**src/hdl/rwz_pkg.sv**
```systemverilog
// ----------------------------------------------------------------------------
// rwz_pkg: shared types and constants of the rolling window z-score block
// Beat formats, fixed field widths and controller states.
// ----------------------------------------------------------------------------
package rwz_pkg;

	localparam int SAMPLE_BITS  = 24;
	localparam int ZS_W         = 20;
	localparam int ZS_FRAC      = 16;
	localparam int CFG_W        = 7;
	localparam int WINDOW_RESET = 20;

	localparam logic [ZS_W-1:0] ZS_MAX     = 20'h7FFFF;
	localparam logic [ZS_W-1:0] ZS_MIN_MAG = 20'h80000;

	typedef struct packed {
		logic signed [SAMPLE_BITS-1:0] sample;
		logic                          sample_missing;
	} sample_t;

	typedef struct packed {
		logic signed [ZS_W-1:0] zscore;
		logic                   zscore_valid;
	} result_t;

	typedef enum logic [3:0] {
		ST_IDLE,
		ST_LOAD,
		ST_SQUARE,
		ST_UPDATE,
		ST_MULT,
		ST_PREP,
		ST_SQRT,
		ST_DIV,
		ST_DONE
	} state_t;

endpackage

```
**src/hdl/rwz_sqrt.sv**
```systemverilog
// ----------------------------------------------------------------------------
// rwz_sqrt: digit-serial floored integer square root
// Takes two radicand bits per cycle and settles one root bit per cycle.
// ----------------------------------------------------------------------------
module rwz_sqrt #(
	parameter int R_W = 30
) (
	input  logic             clk,
	input  logic             arst_n,
	input  logic             start,
	input  logic [2*R_W-1:0] x,
	output logic             done,
	output logic [R_W-1:0]   root
);

	localparam int C_W = $clog2(R_W + 1);

	logic [2*R_W-1:0] x_q;
	logic [R_W+1:0]   rem_q;
	logic [R_W-1:0]   root_q;
	logic [C_W-1:0]   cnt_q;
	logic             busy_q;
	logic             done_q;

	logic [R_W+1:0] rem_sh;
	logic [R_W+1:0] trial;
	logic           take;

	always_comb begin
		rem_sh = {rem_q[R_W-1:0], x_q[2*R_W-1 -: 2]};
		trial  = {root_q, 2'b01};
		take   = (rem_sh >= trial);
	end

	always_ff @(posedge clk or negedge arst_n) begin
		if (!arst_n) begin
			busy_q <= 1'b0;
			done_q <= 1'b0;
			cnt_q  <= '0;
		end else begin
			done_q <= busy_q && (cnt_q == C_W'(R_W - 1));
			if (start) begin
				busy_q <= 1'b1;
				cnt_q  <= '0;
			end else if (busy_q) begin
				cnt_q <= cnt_q + C_W'(1);
				if (cnt_q == C_W'(R_W - 1)) begin
					busy_q <= 1'b0;
				end
			end
		end
	end

	always_ff @(posedge clk) begin
		if (start) begin
			x_q    <= x;
			rem_q  <= '0;
			root_q <= '0;
		end else if (busy_q) begin
			x_q    <= {x_q[2*R_W-3:0], 2'b00};
			rem_q  <= take ? (rem_sh - trial) : rem_sh;
			root_q <= {root_q[R_W-2:0], take};
		end
	end

	assign done = done_q;
	assign root = root_q;

endmodule

```
**src/hdl/rwz_div.sv**
```systemverilog
// ----------------------------------------------------------------------------
// rwz_div: bit-serial restoring divider
// Produces one quotient bit per cycle, most significant bit first.
// ----------------------------------------------------------------------------
module rwz_div #(
	parameter int N   = 48,
	parameter int D_W = 30
) (
	input  logic           clk,
	input  logic           arst_n,
	input  logic           start,
	input  logic [N-1:0]   dividend,
	input  logic [D_W-1:0] divisor,
	output logic           done,
	output logic [N-1:0]   quotient
);

	localparam int C_W = $clog2(N + 1);

	logic [N-1:0]   num_q;
	logic [D_W-1:0] rem_q;
	logic [D_W-1:0] den_q;
	logic [C_W-1:0] cnt_q;
	logic           busy_q;
	logic           done_q;

	logic [D_W:0] rem_sh;
	logic [D_W:0] diff;
	logic         take;

	always_comb begin
		rem_sh = {rem_q, num_q[N-1]};
		take   = (rem_sh >= {1'b0, den_q});
		diff   = rem_sh - {1'b0, den_q};
	end

	always_ff @(posedge clk or negedge arst_n) begin
		if (!arst_n) begin
			busy_q <= 1'b0;
			done_q <= 1'b0;
			cnt_q  <= '0;
		end else begin
			done_q <= busy_q && (cnt_q == C_W'(N - 1));
			if (start) begin
				busy_q <= 1'b1;
				cnt_q  <= '0;
			end else if (busy_q) begin
				cnt_q <= cnt_q + C_W'(1);
				if (cnt_q == C_W'(N - 1)) begin
					busy_q <= 1'b0;
				end
			end
		end
	end

	// The quotient bits shift in behind the dividend bits as they are used.
	always_ff @(posedge clk) begin
		if (start) begin
			num_q <= dividend;
			rem_q <= '0;
			den_q <= divisor;
		end else if (busy_q) begin
			num_q <= {num_q[N-2:0], take};
			rem_q <= take ? diff[D_W-1:0] : rem_sh[D_W-1:0];
		end
	end

	assign done     = done_q;
	assign quotient = num_q;

endmodule

```
**src/hdl/rolling_window_zscore_core.sv**
```systemverilog
// ----------------------------------------------------------------------------
// rolling_window_zscore_core: z-score of each sample over a rolling window
// Ring of recent samples, running sums, bit-serial arithmetic.
// ----------------------------------------------------------------------------
// Usage:
// The sample channel (sample_valid, sample_stall, sample_data) takes one beat
// per item; the result channel (result_valid, result_stall, result_data)
// returns exactly one beat per item, in order. The cfg channel (cfg_valid,
// cfg_ready, cfg_data) writes the window length, clamped to 1..MAX_WINDOW,
// and restarts the window; write it only while no item is in flight.
// One item is worked at a time. The bit-serial squaring step (the new sample
// and the leaving sample, squared side by side), the three bit-serial
// multipliers (working together), the root unit and the divider run one after
// another; the root and divider are skipped when the result is invalid.
// The next sample is taken as soon as the result has moved to the output
// register, even if the receiver still stalls it; a stalled result holds and
// delays only the completion of the following item.
// Reset sets the window length to 20 (or MAX_WINDOW if smaller) and empties
// the window; the ring memory needs no clearing pass.
// ----------------------------------------------------------------------------
module rolling_window_zscore_core #(
	parameter int MAX_WINDOW = 64
) (
	input  logic                          clk,
	input  logic                          arst_n,
	input  logic                          sample_valid,
	output logic                          sample_stall,
	input  rwz_pkg::sample_t              sample_data,
	output logic                          result_valid,
	input  logic                          result_stall,
	output rwz_pkg::result_t              result_data,
	input  logic                          cfg_valid,
	output logic                          cfg_ready,
	input  logic [rwz_pkg::CFG_W-1:0]     cfg_data
);

	localparam int SB      = rwz_pkg::SAMPLE_BITS;
	localparam int PTR_W   = $clog2(MAX_WINDOW);
	localparam int CNT_W   = $clog2(MAX_WINDOW + 1);
	localparam int SUM_W   = SB + CNT_W;
	localparam int SQ_W    = CNT_W + 2 * SB - 2;
	localparam int MAG_W   = SUM_W - 1;
	localparam int A_W     = CNT_W + SQ_W;
	localparam int R_W     = (A_W + 1) / 2;
	localparam int X_W     = 2 * R_W;
	localparam int P_W     = SUM_W + 1;
	localparam int DIV_N   = P_W + rwz_pkg::ZS_FRAC;
	localparam int MUL_N   = MAG_W;
	localparam int PH_W    = $clog2(MUL_N + 1);
	localparam int CMP_W   = (CNT_W > rwz_pkg::CFG_W) ? CNT_W : rwz_pkg::CFG_W;
	localparam int LEN_RST = (MAX_WINDOW < rwz_pkg::WINDOW_RESET) ?
		MAX_WINDOW : rwz_pkg::WINDOW_RESET;

	rwz_pkg::state_t state_q, state_nxt;

	logic [CNT_W-1:0]        len_q;
	logic [PTR_W-1:0]        pos_q;
	logic [CNT_W-1:0]        seen_q;
	logic [CNT_W-1:0]        cnt_q;
	logic signed [SUM_W-1:0] sum_q;
	logic [SQ_W-1:0]         sq_q;

	logic [SB:0]             ring [MAX_WINDOW];
	logic [SB:0]             rd_q;
	logic signed [SB-1:0]    v_q;
	logic                    miss_q;

	logic [PH_W-1:0]         ph_q;
	logic [SB-1:0]           vbits_q, obits_q;
	logic [2*SB-1:0]         vsq_q, osq_q;
	logic [MUL_N-1:0]        mc_q, ms_q;
	logic [A_W-1:0]          a_q, b_q;
	logic signed [P_W-1:0]   p_q;
	logic                    ok_q;
	logic                    neg_q;
	logic [P_W-1:0]          nmag_q;
	rwz_pkg::result_t        res_q;
	rwz_pkg::result_t        out_q;
	logic                    ovalid_q;

	logic                    sample_acc, cfg_acc, out_load;
	logic                    sqrt_start, sqrt_done, div_start, div_done;
	logic [R_W-1:0]          root;
	logic [DIV_N-1:0]        quot;

	logic signed [SB-1:0]    old_v;
	logic [SB-1:0]           vm_c, om_c;
	logic                    full, old_p;
	logic signed [SUM_W-1:0] sum_n;
	logic [SQ_W-1:0]         sq_n;
	logic [CNT_W-1:0]        cnt_n, seen_n, pos_inc;
	logic [PTR_W-1:0]        pos_n;
	logic                    ok_n;
	logic [MAG_W-1:0]        smag_c, smag_n;
	logic [A_W-1:0]          d_c;
	logic signed [P_W-1:0]   num_c;
	logic [P_W-1:0]          nmag_c;
	logic [CMP_W-1:0]        cfg_ext;
	logic [CNT_W-1:0]        len_new;
	logic [rwz_pkg::ZS_W-1:0] zmag, zval;

	function automatic logic [MAG_W-1:0] sum_mag(input logic signed [SUM_W-1:0] x);
		logic [SUM_W-1:0] m;
		m = x[SUM_W-1] ? (~x + 1'b1) : x;
		return m[MAG_W-1:0];
	endfunction

	assign sample_acc = sample_valid && !sample_stall;
	assign cfg_acc    = cfg_valid && cfg_ready;
	assign cfg_ready  = (state_q == rwz_pkg::ST_IDLE);
	assign sample_stall = (state_q != rwz_pkg::ST_IDLE) || cfg_valid;
	assign out_load   = (state_q == rwz_pkg::ST_DONE) && (!ovalid_q || !result_stall);

	// Window bookkeeping for the item being worked, the clamped window length and the saturated z-score.
	always_comb begin
		old_v   = rd_q[SB-1:0];
		vm_c    = v_q[SB-1] ? (~v_q + 1'b1) : v_q;
		om_c    = old_v[SB-1] ? (~old_v + 1'b1) : old_v;
		full    = (seen_q >= len_q);
		old_p   = full && rd_q[SB];
		sum_n   = sum_q - (old_p ? SUM_W'(old_v) : '0) + (miss_q ? '0 : SUM_W'(v_q));
		sq_n    = sq_q - (old_p ? SQ_W'(osq_q) : '0) + (miss_q ? '0 : SQ_W'(vsq_q));
		cnt_n   = cnt_q - CNT_W'(old_p) + CNT_W'(!miss_q);
		seen_n  = full ? seen_q : seen_q + CNT_W'(1);
		ok_n    = (seen_n >= len_q) && (cnt_n >= CNT_W'(2)) && !miss_q;
		pos_inc = CNT_W'(pos_q) + CNT_W'(1);
		pos_n   = (pos_inc == len_q) ? '0 : pos_inc[PTR_W-1:0];
		smag_c  = sum_mag(sum_q);
		smag_n  = sum_mag(sum_n);
		d_c     = a_q - b_q;
		num_c   = p_q - P_W'(sum_q);
		nmag_c  = num_c[P_W-1] ? (~num_c + 1'b1) : num_c;
		cfg_ext = CMP_W'(cfg_data);
		if (cfg_ext == '0) begin
			len_new = CNT_W'(1);
		end else if (cfg_ext > CMP_W'(MAX_WINDOW)) begin
			len_new = CNT_W'(MAX_WINDOW);
		end else begin
			len_new = cfg_ext[CNT_W-1:0];
		end
		if (neg_q) begin
			zmag = (quot > DIV_N'(rwz_pkg::ZS_MIN_MAG)) ? rwz_pkg::ZS_MIN_MAG :
				quot[rwz_pkg::ZS_W-1:0];
			zval = ~zmag + 1'b1;
		end else begin
			zmag = (quot > DIV_N'(rwz_pkg::ZS_MAX)) ? rwz_pkg::ZS_MAX :
				quot[rwz_pkg::ZS_W-1:0];
			zval = zmag;
		end
	end

	// Next state and unit strobes.
	always_comb begin
		state_nxt  = state_q;
		sqrt_start = 1'b0;
		div_start  = 1'b0;
		case (state_q)
			rwz_pkg::ST_IDLE: begin
				if (sample_acc) state_nxt = rwz_pkg::ST_LOAD;
			end
			rwz_pkg::ST_LOAD: begin
				state_nxt = rwz_pkg::ST_SQUARE;
			end
			rwz_pkg::ST_SQUARE: begin
				if (ph_q == PH_W'(SB - 1)) state_nxt = rwz_pkg::ST_UPDATE;
			end
			rwz_pkg::ST_UPDATE: begin
				state_nxt = rwz_pkg::ST_MULT;
			end
			rwz_pkg::ST_MULT: begin
				if (ph_q == PH_W'(MUL_N - 1)) state_nxt = rwz_pkg::ST_PREP;
			end
			rwz_pkg::ST_PREP: begin
				if (ok_q && (a_q > b_q)) begin
					sqrt_start = 1'b1;
					state_nxt  = rwz_pkg::ST_SQRT;
				end else begin
					state_nxt = rwz_pkg::ST_DONE;
				end
			end
			rwz_pkg::ST_SQRT: begin
				if (sqrt_done) begin
					if (root != '0) begin
						div_start = 1'b1;
						state_nxt = rwz_pkg::ST_DIV;
					end else begin
						state_nxt = rwz_pkg::ST_DONE;
					end
				end
			end
			rwz_pkg::ST_DIV: begin
				if (div_done) state_nxt = rwz_pkg::ST_DONE;
			end
			rwz_pkg::ST_DONE: begin
				if (out_load) state_nxt = rwz_pkg::ST_IDLE;
			end
			default: begin
				state_nxt = rwz_pkg::ST_IDLE;
			end
		endcase
	end

	always_ff @(posedge clk or negedge arst_n) begin
		if (!arst_n) begin
			state_q  <= rwz_pkg::ST_IDLE;
			len_q    <= CNT_W'(LEN_RST);
			pos_q    <= '0;
			seen_q   <= '0;
			cnt_q    <= '0;
			sum_q    <= '0;
			sq_q     <= '0;
			ovalid_q <= 1'b0;
		end else begin
			state_q <= state_nxt;
			if (cfg_acc) begin
				len_q  <= len_new;
				pos_q  <= '0;
				seen_q <= '0;
				cnt_q  <= '0;
				sum_q  <= '0;
				sq_q   <= '0;
			end else if (state_q == rwz_pkg::ST_UPDATE) begin
				pos_q  <= pos_n;
				seen_q <= seen_n;
				cnt_q  <= cnt_n;
				sum_q  <= sum_n;
				sq_q   <= sq_n;
			end
			if (out_load) begin
				ovalid_q <= 1'b1;
			end else if (!result_stall) begin
				ovalid_q <= 1'b0;
			end
		end
	end

	// Ring memory: read the slot to be overwritten when the sample arrives.
	always_ff @(posedge clk) begin
		if (sample_acc) begin
			rd_q <= ring[pos_q];
		end
		if (state_q == rwz_pkg::ST_UPDATE) begin
			ring[pos_q] <= {!miss_q, miss_q ? {SB{1'b0}} : v_q};
		end
	end

	// Bit-serial datapath; every product is formed most significant bit first.
	always_ff @(posedge clk) begin
		case (state_q)
			rwz_pkg::ST_IDLE: begin
				if (sample_acc) begin
					v_q    <= sample_data.sample;
					miss_q <= sample_data.sample_missing;
				end
			end
			rwz_pkg::ST_LOAD: begin
				ph_q    <= '0;
				vbits_q <= vm_c;
				obits_q <= om_c;
				vsq_q   <= '0;
				osq_q   <= '0;
			end
			rwz_pkg::ST_SQUARE: begin
				ph_q    <= ph_q + PH_W'(1);
				vbits_q <= {vbits_q[SB-2:0], 1'b0};
				obits_q <= {obits_q[SB-2:0], 1'b0};
				vsq_q   <= {vsq_q[2*SB-2:0], 1'b0} + (vbits_q[SB-1] ? (2*SB)'(vm_c) : '0);
				osq_q   <= {osq_q[2*SB-2:0], 1'b0} + (obits_q[SB-1] ? (2*SB)'(om_c) : '0);
			end
			rwz_pkg::ST_UPDATE: begin
				ph_q <= '0;
				ok_q <= ok_n;
				mc_q <= MUL_N'(cnt_n);
				ms_q <= smag_n;
				a_q  <= '0;
				b_q  <= '0;
				p_q  <= '0;
			end
			rwz_pkg::ST_MULT: begin
				ph_q <= ph_q + PH_W'(1);
				mc_q <= {mc_q[MUL_N-2:0], 1'b0};
				ms_q <= {ms_q[MUL_N-2:0], 1'b0};
				a_q  <= {a_q[A_W-2:0], 1'b0} + (mc_q[MUL_N-1] ? A_W'(sq_q) : '0);
				b_q  <= {b_q[A_W-2:0], 1'b0} + (ms_q[MUL_N-1] ? A_W'(smag_c) : '0);
				p_q  <= (p_q <<< 1) + (mc_q[MUL_N-1] ? P_W'(v_q) : '0);
			end
			rwz_pkg::ST_PREP: begin
				neg_q  <= num_c[P_W-1];
				nmag_q <= nmag_c;
				res_q  <= '0;
			end
			rwz_pkg::ST_DIV: begin
				if (div_done) begin
					res_q.zscore       <= zval;
					res_q.zscore_valid <= 1'b1;
				end
			end
			default: begin
			end
		endcase
		if (out_load) begin
			out_q <= res_q;
		end
	end

	rwz_sqrt #(
		.R_W(R_W)
	) u_sqrt (
		.clk    (clk),
		.arst_n (arst_n),
		.start  (sqrt_start),
		.x      (X_W'(d_c)),
		.done   (sqrt_done),
		.root   (root)
	);

	rwz_div #(
		.N   (DIV_N),
		.D_W (R_W)
	) u_div (
		.clk      (clk),
		.arst_n   (arst_n),
		.start    (div_start),
		.dividend ({nmag_q, {rwz_pkg::ZS_FRAC{1'b0}}}),
		.divisor  (root),
		.done     (div_done),
		.quotient (quot)
	);

	assign result_valid = ovalid_q;
	assign result_data  = out_q;

	a_seen_bound: assert property (@(posedge clk) disable iff (!arst_n)
		seen_q <= len_q)
		else $error("items seen exceeds window length");

	a_count_bound: assert property (@(posedge clk) disable iff (!arst_n)
		cnt_q <= seen_q)
		else $error("present count exceeds items seen");

	a_pos_bound: assert property (@(posedge clk) disable iff (!arst_n)
		CNT_W'(pos_q) < len_q)
		else $error("write position outside the window");

	a_accept_load: assert property (@(posedge clk) disable iff (!arst_n)
		sample_acc |=> (state_q == rwz_pkg::ST_LOAD))
		else $error("accepted sample did not start processing");

endmodule
```
**config.mk**
```make
export PLATFORM = sky130hd
export DESIGN_NAME = rolling_window_zscore_core
export DESIGN_NICKNAME = d
export VERILOG_FILES = /design/src/hdl/rwz_pkg.sv /design/src/hdl/rwz_sqrt.sv /design/src/hdl/rwz_div.sv /design/src/hdl/rolling_window_zscore_core.sv
export SDC_FILE = /design/constraint.sdc
export NUM_CORES = 2
export LEC_CHECK = 0
export BUFFER_PORTS_ARGS = -buffer_cell sky130_fd_sc_hd__buf_4
export CELL_PAD_IN_SITES_DETAIL_PLACEMENT = 1
export CELL_PAD_IN_SITES_GLOBAL_PLACEMENT = 2
export CORE_ASPECT_RATIO = 0.7
export CORE_UTILIZATION = 42
export CTS_BUF_LIST = sky130_fd_sc_hd__clkbuf_4
export DETAILED_ROUTE_END_ITERATION = 10
export PLACE_DENSITY_LB_ADDON = 0.1
export SLEW_MARGIN = 15
export SYNTH_ARGS = -nofsm -noshare
export SYNTH_HDL_FRONTEND = slang
export SYNTH_HIERARCHICAL = 1
export SYNTH_SLANG_ARGS = --single-unit
```
**constraint.sdc**
```tcl
create_clock -name clk -period 6.8 [get_ports clk]
set_clock_uncertainty 0.15 [all_clocks]
set_input_delay 0.68 -clock clk [delete_from_list [all_inputs] [get_ports clk]]
set_output_delay 0.68 -clock clk [all_outputs]
set_load 0.02 [all_outputs]
```
==> flow_summary_export.csv <==
group,metric,value,unit
placement,hpwl,285000,microns
logic_synthesis,synth-edff-count,2225,
setup_path,critPathMaxFanout,11,
die,initial_core_util,42.4,%
finish,fin_area,135000,sq um
setup_path,startpoint,"v_q[1]$_DFFE_PP_",
clocking,clock_sinks,2446,
die,die_w,641,microns
finish,layout.nets,11000,
grt,grt_pass1_wl,616000,microns
route,first_pass_iters,6,
setup_path,start_kind,"flop",
logic_synthesis,ys_async_sr_fraction,5.36,%
setup_path,required,7.64,ns
die,rows,163,
setup_path,cp-end-kind,"flop",
logic_synthesis,synthTopCellsByArea,"edfxtp_1, ha_1, a22oi_1, dfrtp_1, nor2_1",
clocking,path_clk_slew,0.07,ns
finish,layout-drive-gt1-share,15.0,%
power,ir_drop,0.504,mV
route,drc,0,
sta,tns,0,ns
clocking,cts_made_buffers,628,
sta,fmax,151,MHz
worst_hold_path,hp-start,"cfg_data[6]",
placement,pre_cts_slack,0.0258,ns
grt,busiest_layer,"met1",
placement,place_congestion,0.910,
sta,final-hold-violation-count,0,
route,drt_iter0_drc,9790,
logic_synthesis,ys_warn_count,6,
logic_synthesis,syn_avg_cell_area,12.2,sq um
clocking,cts_tree,"built",
finish,utilization,47.7,%
job,max_cap_violations,0,
die,die-area,288000,sq um
logic_synthesis,synth_area,120000,sq um
setup_path,timing.rr.start,"v_q[1]$_DFFE_PP_",
sta,worstMarginPinSlew,1.33,ns
route,post_drt_wl_per_cell,28.9,microns
die,pin_count,61,
grt,gr-total-overflow,0,
route,vias,88400,
sta,setup_violations,0,
worst_hold_path,hold_path_class,"in -> reg",
logic_synthesis,synth.top_cell.area_share,55.6,%
sta,whs,0.168,ns
grt,grt_use_met3,6.80,%
grt,grt_max_degree,138,
clocking,htree_num_levels,6,
logic_synthesis,synth_seq_cells,2446,
logic_synthesis,synthFlopType,"edfxtp_1",
sta,maxSlewHeadroom,11.6,%
grt,use_met1,46.5,%
setup_path,crit_arrival,7.49,ns
sta,slew_viol_final,0,
grt,use_met2,38.5,%
clocking,cts_buffer_depth,4,
logic_synthesis,yosys.area.top_type,"edfxtp_1",
grt,grt_pass1_vias,88800,
power,powerDensity,506,nW/um^2
grt,antenna_found_initial,41,
logic_synthesis,ys_seq_area_share,59.9,%
route,routed_via_density,6.03,
sta,min_period_over_period,97.7,%
sta,finalWorstSetupSlack,0.156,ns
clocking,clk_latency,1.33,ns
sta,layout_min_cycle_time,6.64,ns
finish,synthToLayoutAreaGrowth,12.4,%
power,p_leak,49.2,nW
finish,stdcell_count,14700,
grt,grtUsageTotal,28.9,%
placement,placed_area,126000,sq um
sta,rsz0062_at_grt,"no",
die,coreArea,283000,sq um
clocking,cts-root-buf,"clkbuf_4",
placement,dp.cells,13500,
placement,io_buffers,60,
logic_synthesis,synth_cells,9845,
run_status,outcome,"completed",
power,power.total,68.3,mW
route,antenna_left,0,
setup_path,crit_type,"reg -> reg",
route,routed_wl,424000,microns
logic_synthesis,synth_cell_types,109,
die,die_h,449,microns
-- final cells by class --
type                            instances  area, sq um
Antenna cell                           13         32.5
Timing Repair Buffer                  425         3670
Clock buffer                          872         6550
Sequential cell                      2446        71900
Tap cell                             3795         4750
Inverter                              527         1990
Clock inverter                        186         1190
Multi-Input combinational cell       6405        44900
Fill cell                           29700       148000
-- Yosys cell counts, drive strengths merged (39+ instances only) --
cell type,n
nor2,746
o31ai,54
nand2,528
and2,208
nor2b,65
a21oi,533
dfrtp,129
a22o,170
a211oi,69
inv,526
a221oi,177
ha,429
mux2i,61
nand3,221
a21o,235
buf,98
and3,99
o21ai,376
xor2,242
o21a,81
nand2b,71
nor4,61
a22oi,481
o21bai,42
a31oi,207
mux2,109
o211ai,39
edfxtp,2225
clkbuf,384
nand4,152
fa,87
xnor2,297
nor3,115
or3,51
dfxtp,90
-- kinds of logic (layout without fill, tap and decap cells) --
logic type | count (synthesis) | count (layout) | share of synthesized area (%)
buffers and inverters | 1009 | 2010 | 3.20
muxes | 170 | 170 | 1.53
AOI/OAI and AO/OA | 2695 | 2695 | 15.4
DFF | 2446 | 2446 | 59.9
and+or+nand+nor | 2469 | 2469 | 10.1
adders and majority gates | 516 | 516 | 5.92
other | 1 | 29 | 0.00312
xor gates and xnor gates | 539 | 539 | 3.94
-- final timing paths --
| kind | depth (start not counted) | to | slack, ns |
|---|---|---|---|
| worst max register to register | 20 | vsq_q[40]$_SDFFCE_PN0P_ | 0.16 |
| worst min-delay path | 4 | len_q[4]$_DFFE_PN1P_ | 0.17 |
| worst min register to register | 0 | result_data[16]$_DFFE_PP_ | 0.27 |
| min in group asynchronous | 3 | len_q[4]$_DFFE_PN1P_ | 0.41 |
| max in group asynchronous | 4 | sum_q[19]$_DFFE_PN0P_ | 5.17 |
| worst max-delay path | 20 | vsq_q[40]$_SDFFCE_PN0P_ | 0.16 |
-- metal layers --
layer / wire length, microns / vias to the layer above / share of wire [%]
li1: - / 38900 / -
met1: 208000 / 45200 / 49
met2: 167000 / 3714 / 39
met3: 40800 / 497 / 9.6
met4: 8160 / 10 / 1.9
met5: 320 / - / 0.075
-- registers in the layout, indices dropped and copies added, names as in the netlist, 25 cells and up --
signal / cells
a_q: 60
b_q: 60
u_div/quotient: 48
rd_q: 25
sum_q: 31
ms_q: 30
u_sqrt/rem_q: 30
vsq_q: 48
u_div/rem_q: 30
u_sqrt/x_q: 60
mc_q: 30
u_div/den_q: 30
ring: 1600
sq_q: 53
u_sqrt/root: 30
p_q: 32
osq_q: 48
nmag_q: 32
-- layout by cell type (no fill, tap or decap), types with 201 or more instances in the layout --
cell | synthesis | routed
a21oi_1 | 529 | 526
nand2_1 | 526 | 522
inv_1 | 523 | 497
o21ai_0 | 371 | 368
xnor2_1 | 296 | 295
a21o_1 | 235 | 235
xor2_1 | 242 | 242
nor2_1 | 745 | 672
buf_4 | 4 | 331
nand3_1 | 221 | 219
clkbuf_4 | 0 | 872
a22oi_1 | 481 | 481
edfxtp_1 | 2225 | 2225
ha_1 | 429 | 428
a31oi_1 | 206 | 201
and2_1 | 207 | 205
-- worst max-delay path, stage by stage (launching register included) --
cell and delay, ns:
edfxtp_1 0.66, inv_1 0.18, nand2_1 0.22, or4_1 0.66
or2_2 0.38, nand2b_1 0.16, or4_1 0.51, or4_1 0.60
o31ai_1 0.28, xor2_1 0.16, nor2_2 0.35, ha_1 0.33
nor3_1 0.10, buf_4 0.18, o211ai_1 0.25, buf_4 0.26
nand4_1 0.21, buf_12 0.22, a21boi_0 0.22, xnor2_1 0.15
nor2_1 0.05
-- where the power goes --
group | internal, mW | total [mW] | leakage [nW] | switching [mW]
Sequential | 19.7 | 21.4 | 22.9 | 1.68
Clock | 6.47 | 12.9 | 4.56 | 6.45
Combinational | 12.6 | 34.0 | 21.8 | 21.3
Total | 38.8 | 68.3 | 49.2 | 29.5
-- what timing repair did --
| item | 4_1_cts | 5_1_grt |
|---|---|---|
| endpoints found under the setup margin | 6 | 51 |
| gates resized for setup | 1 | 14 |
| buffers inserted | 0 | 1 |
| cloned | 0 | 0 |
| hold buffers | 70 | 0 |
| pin swaps | 0 | 0 |
| endpoints found under the hold margin | 234 | 0 |
Power figures use the tool's default switching activity.
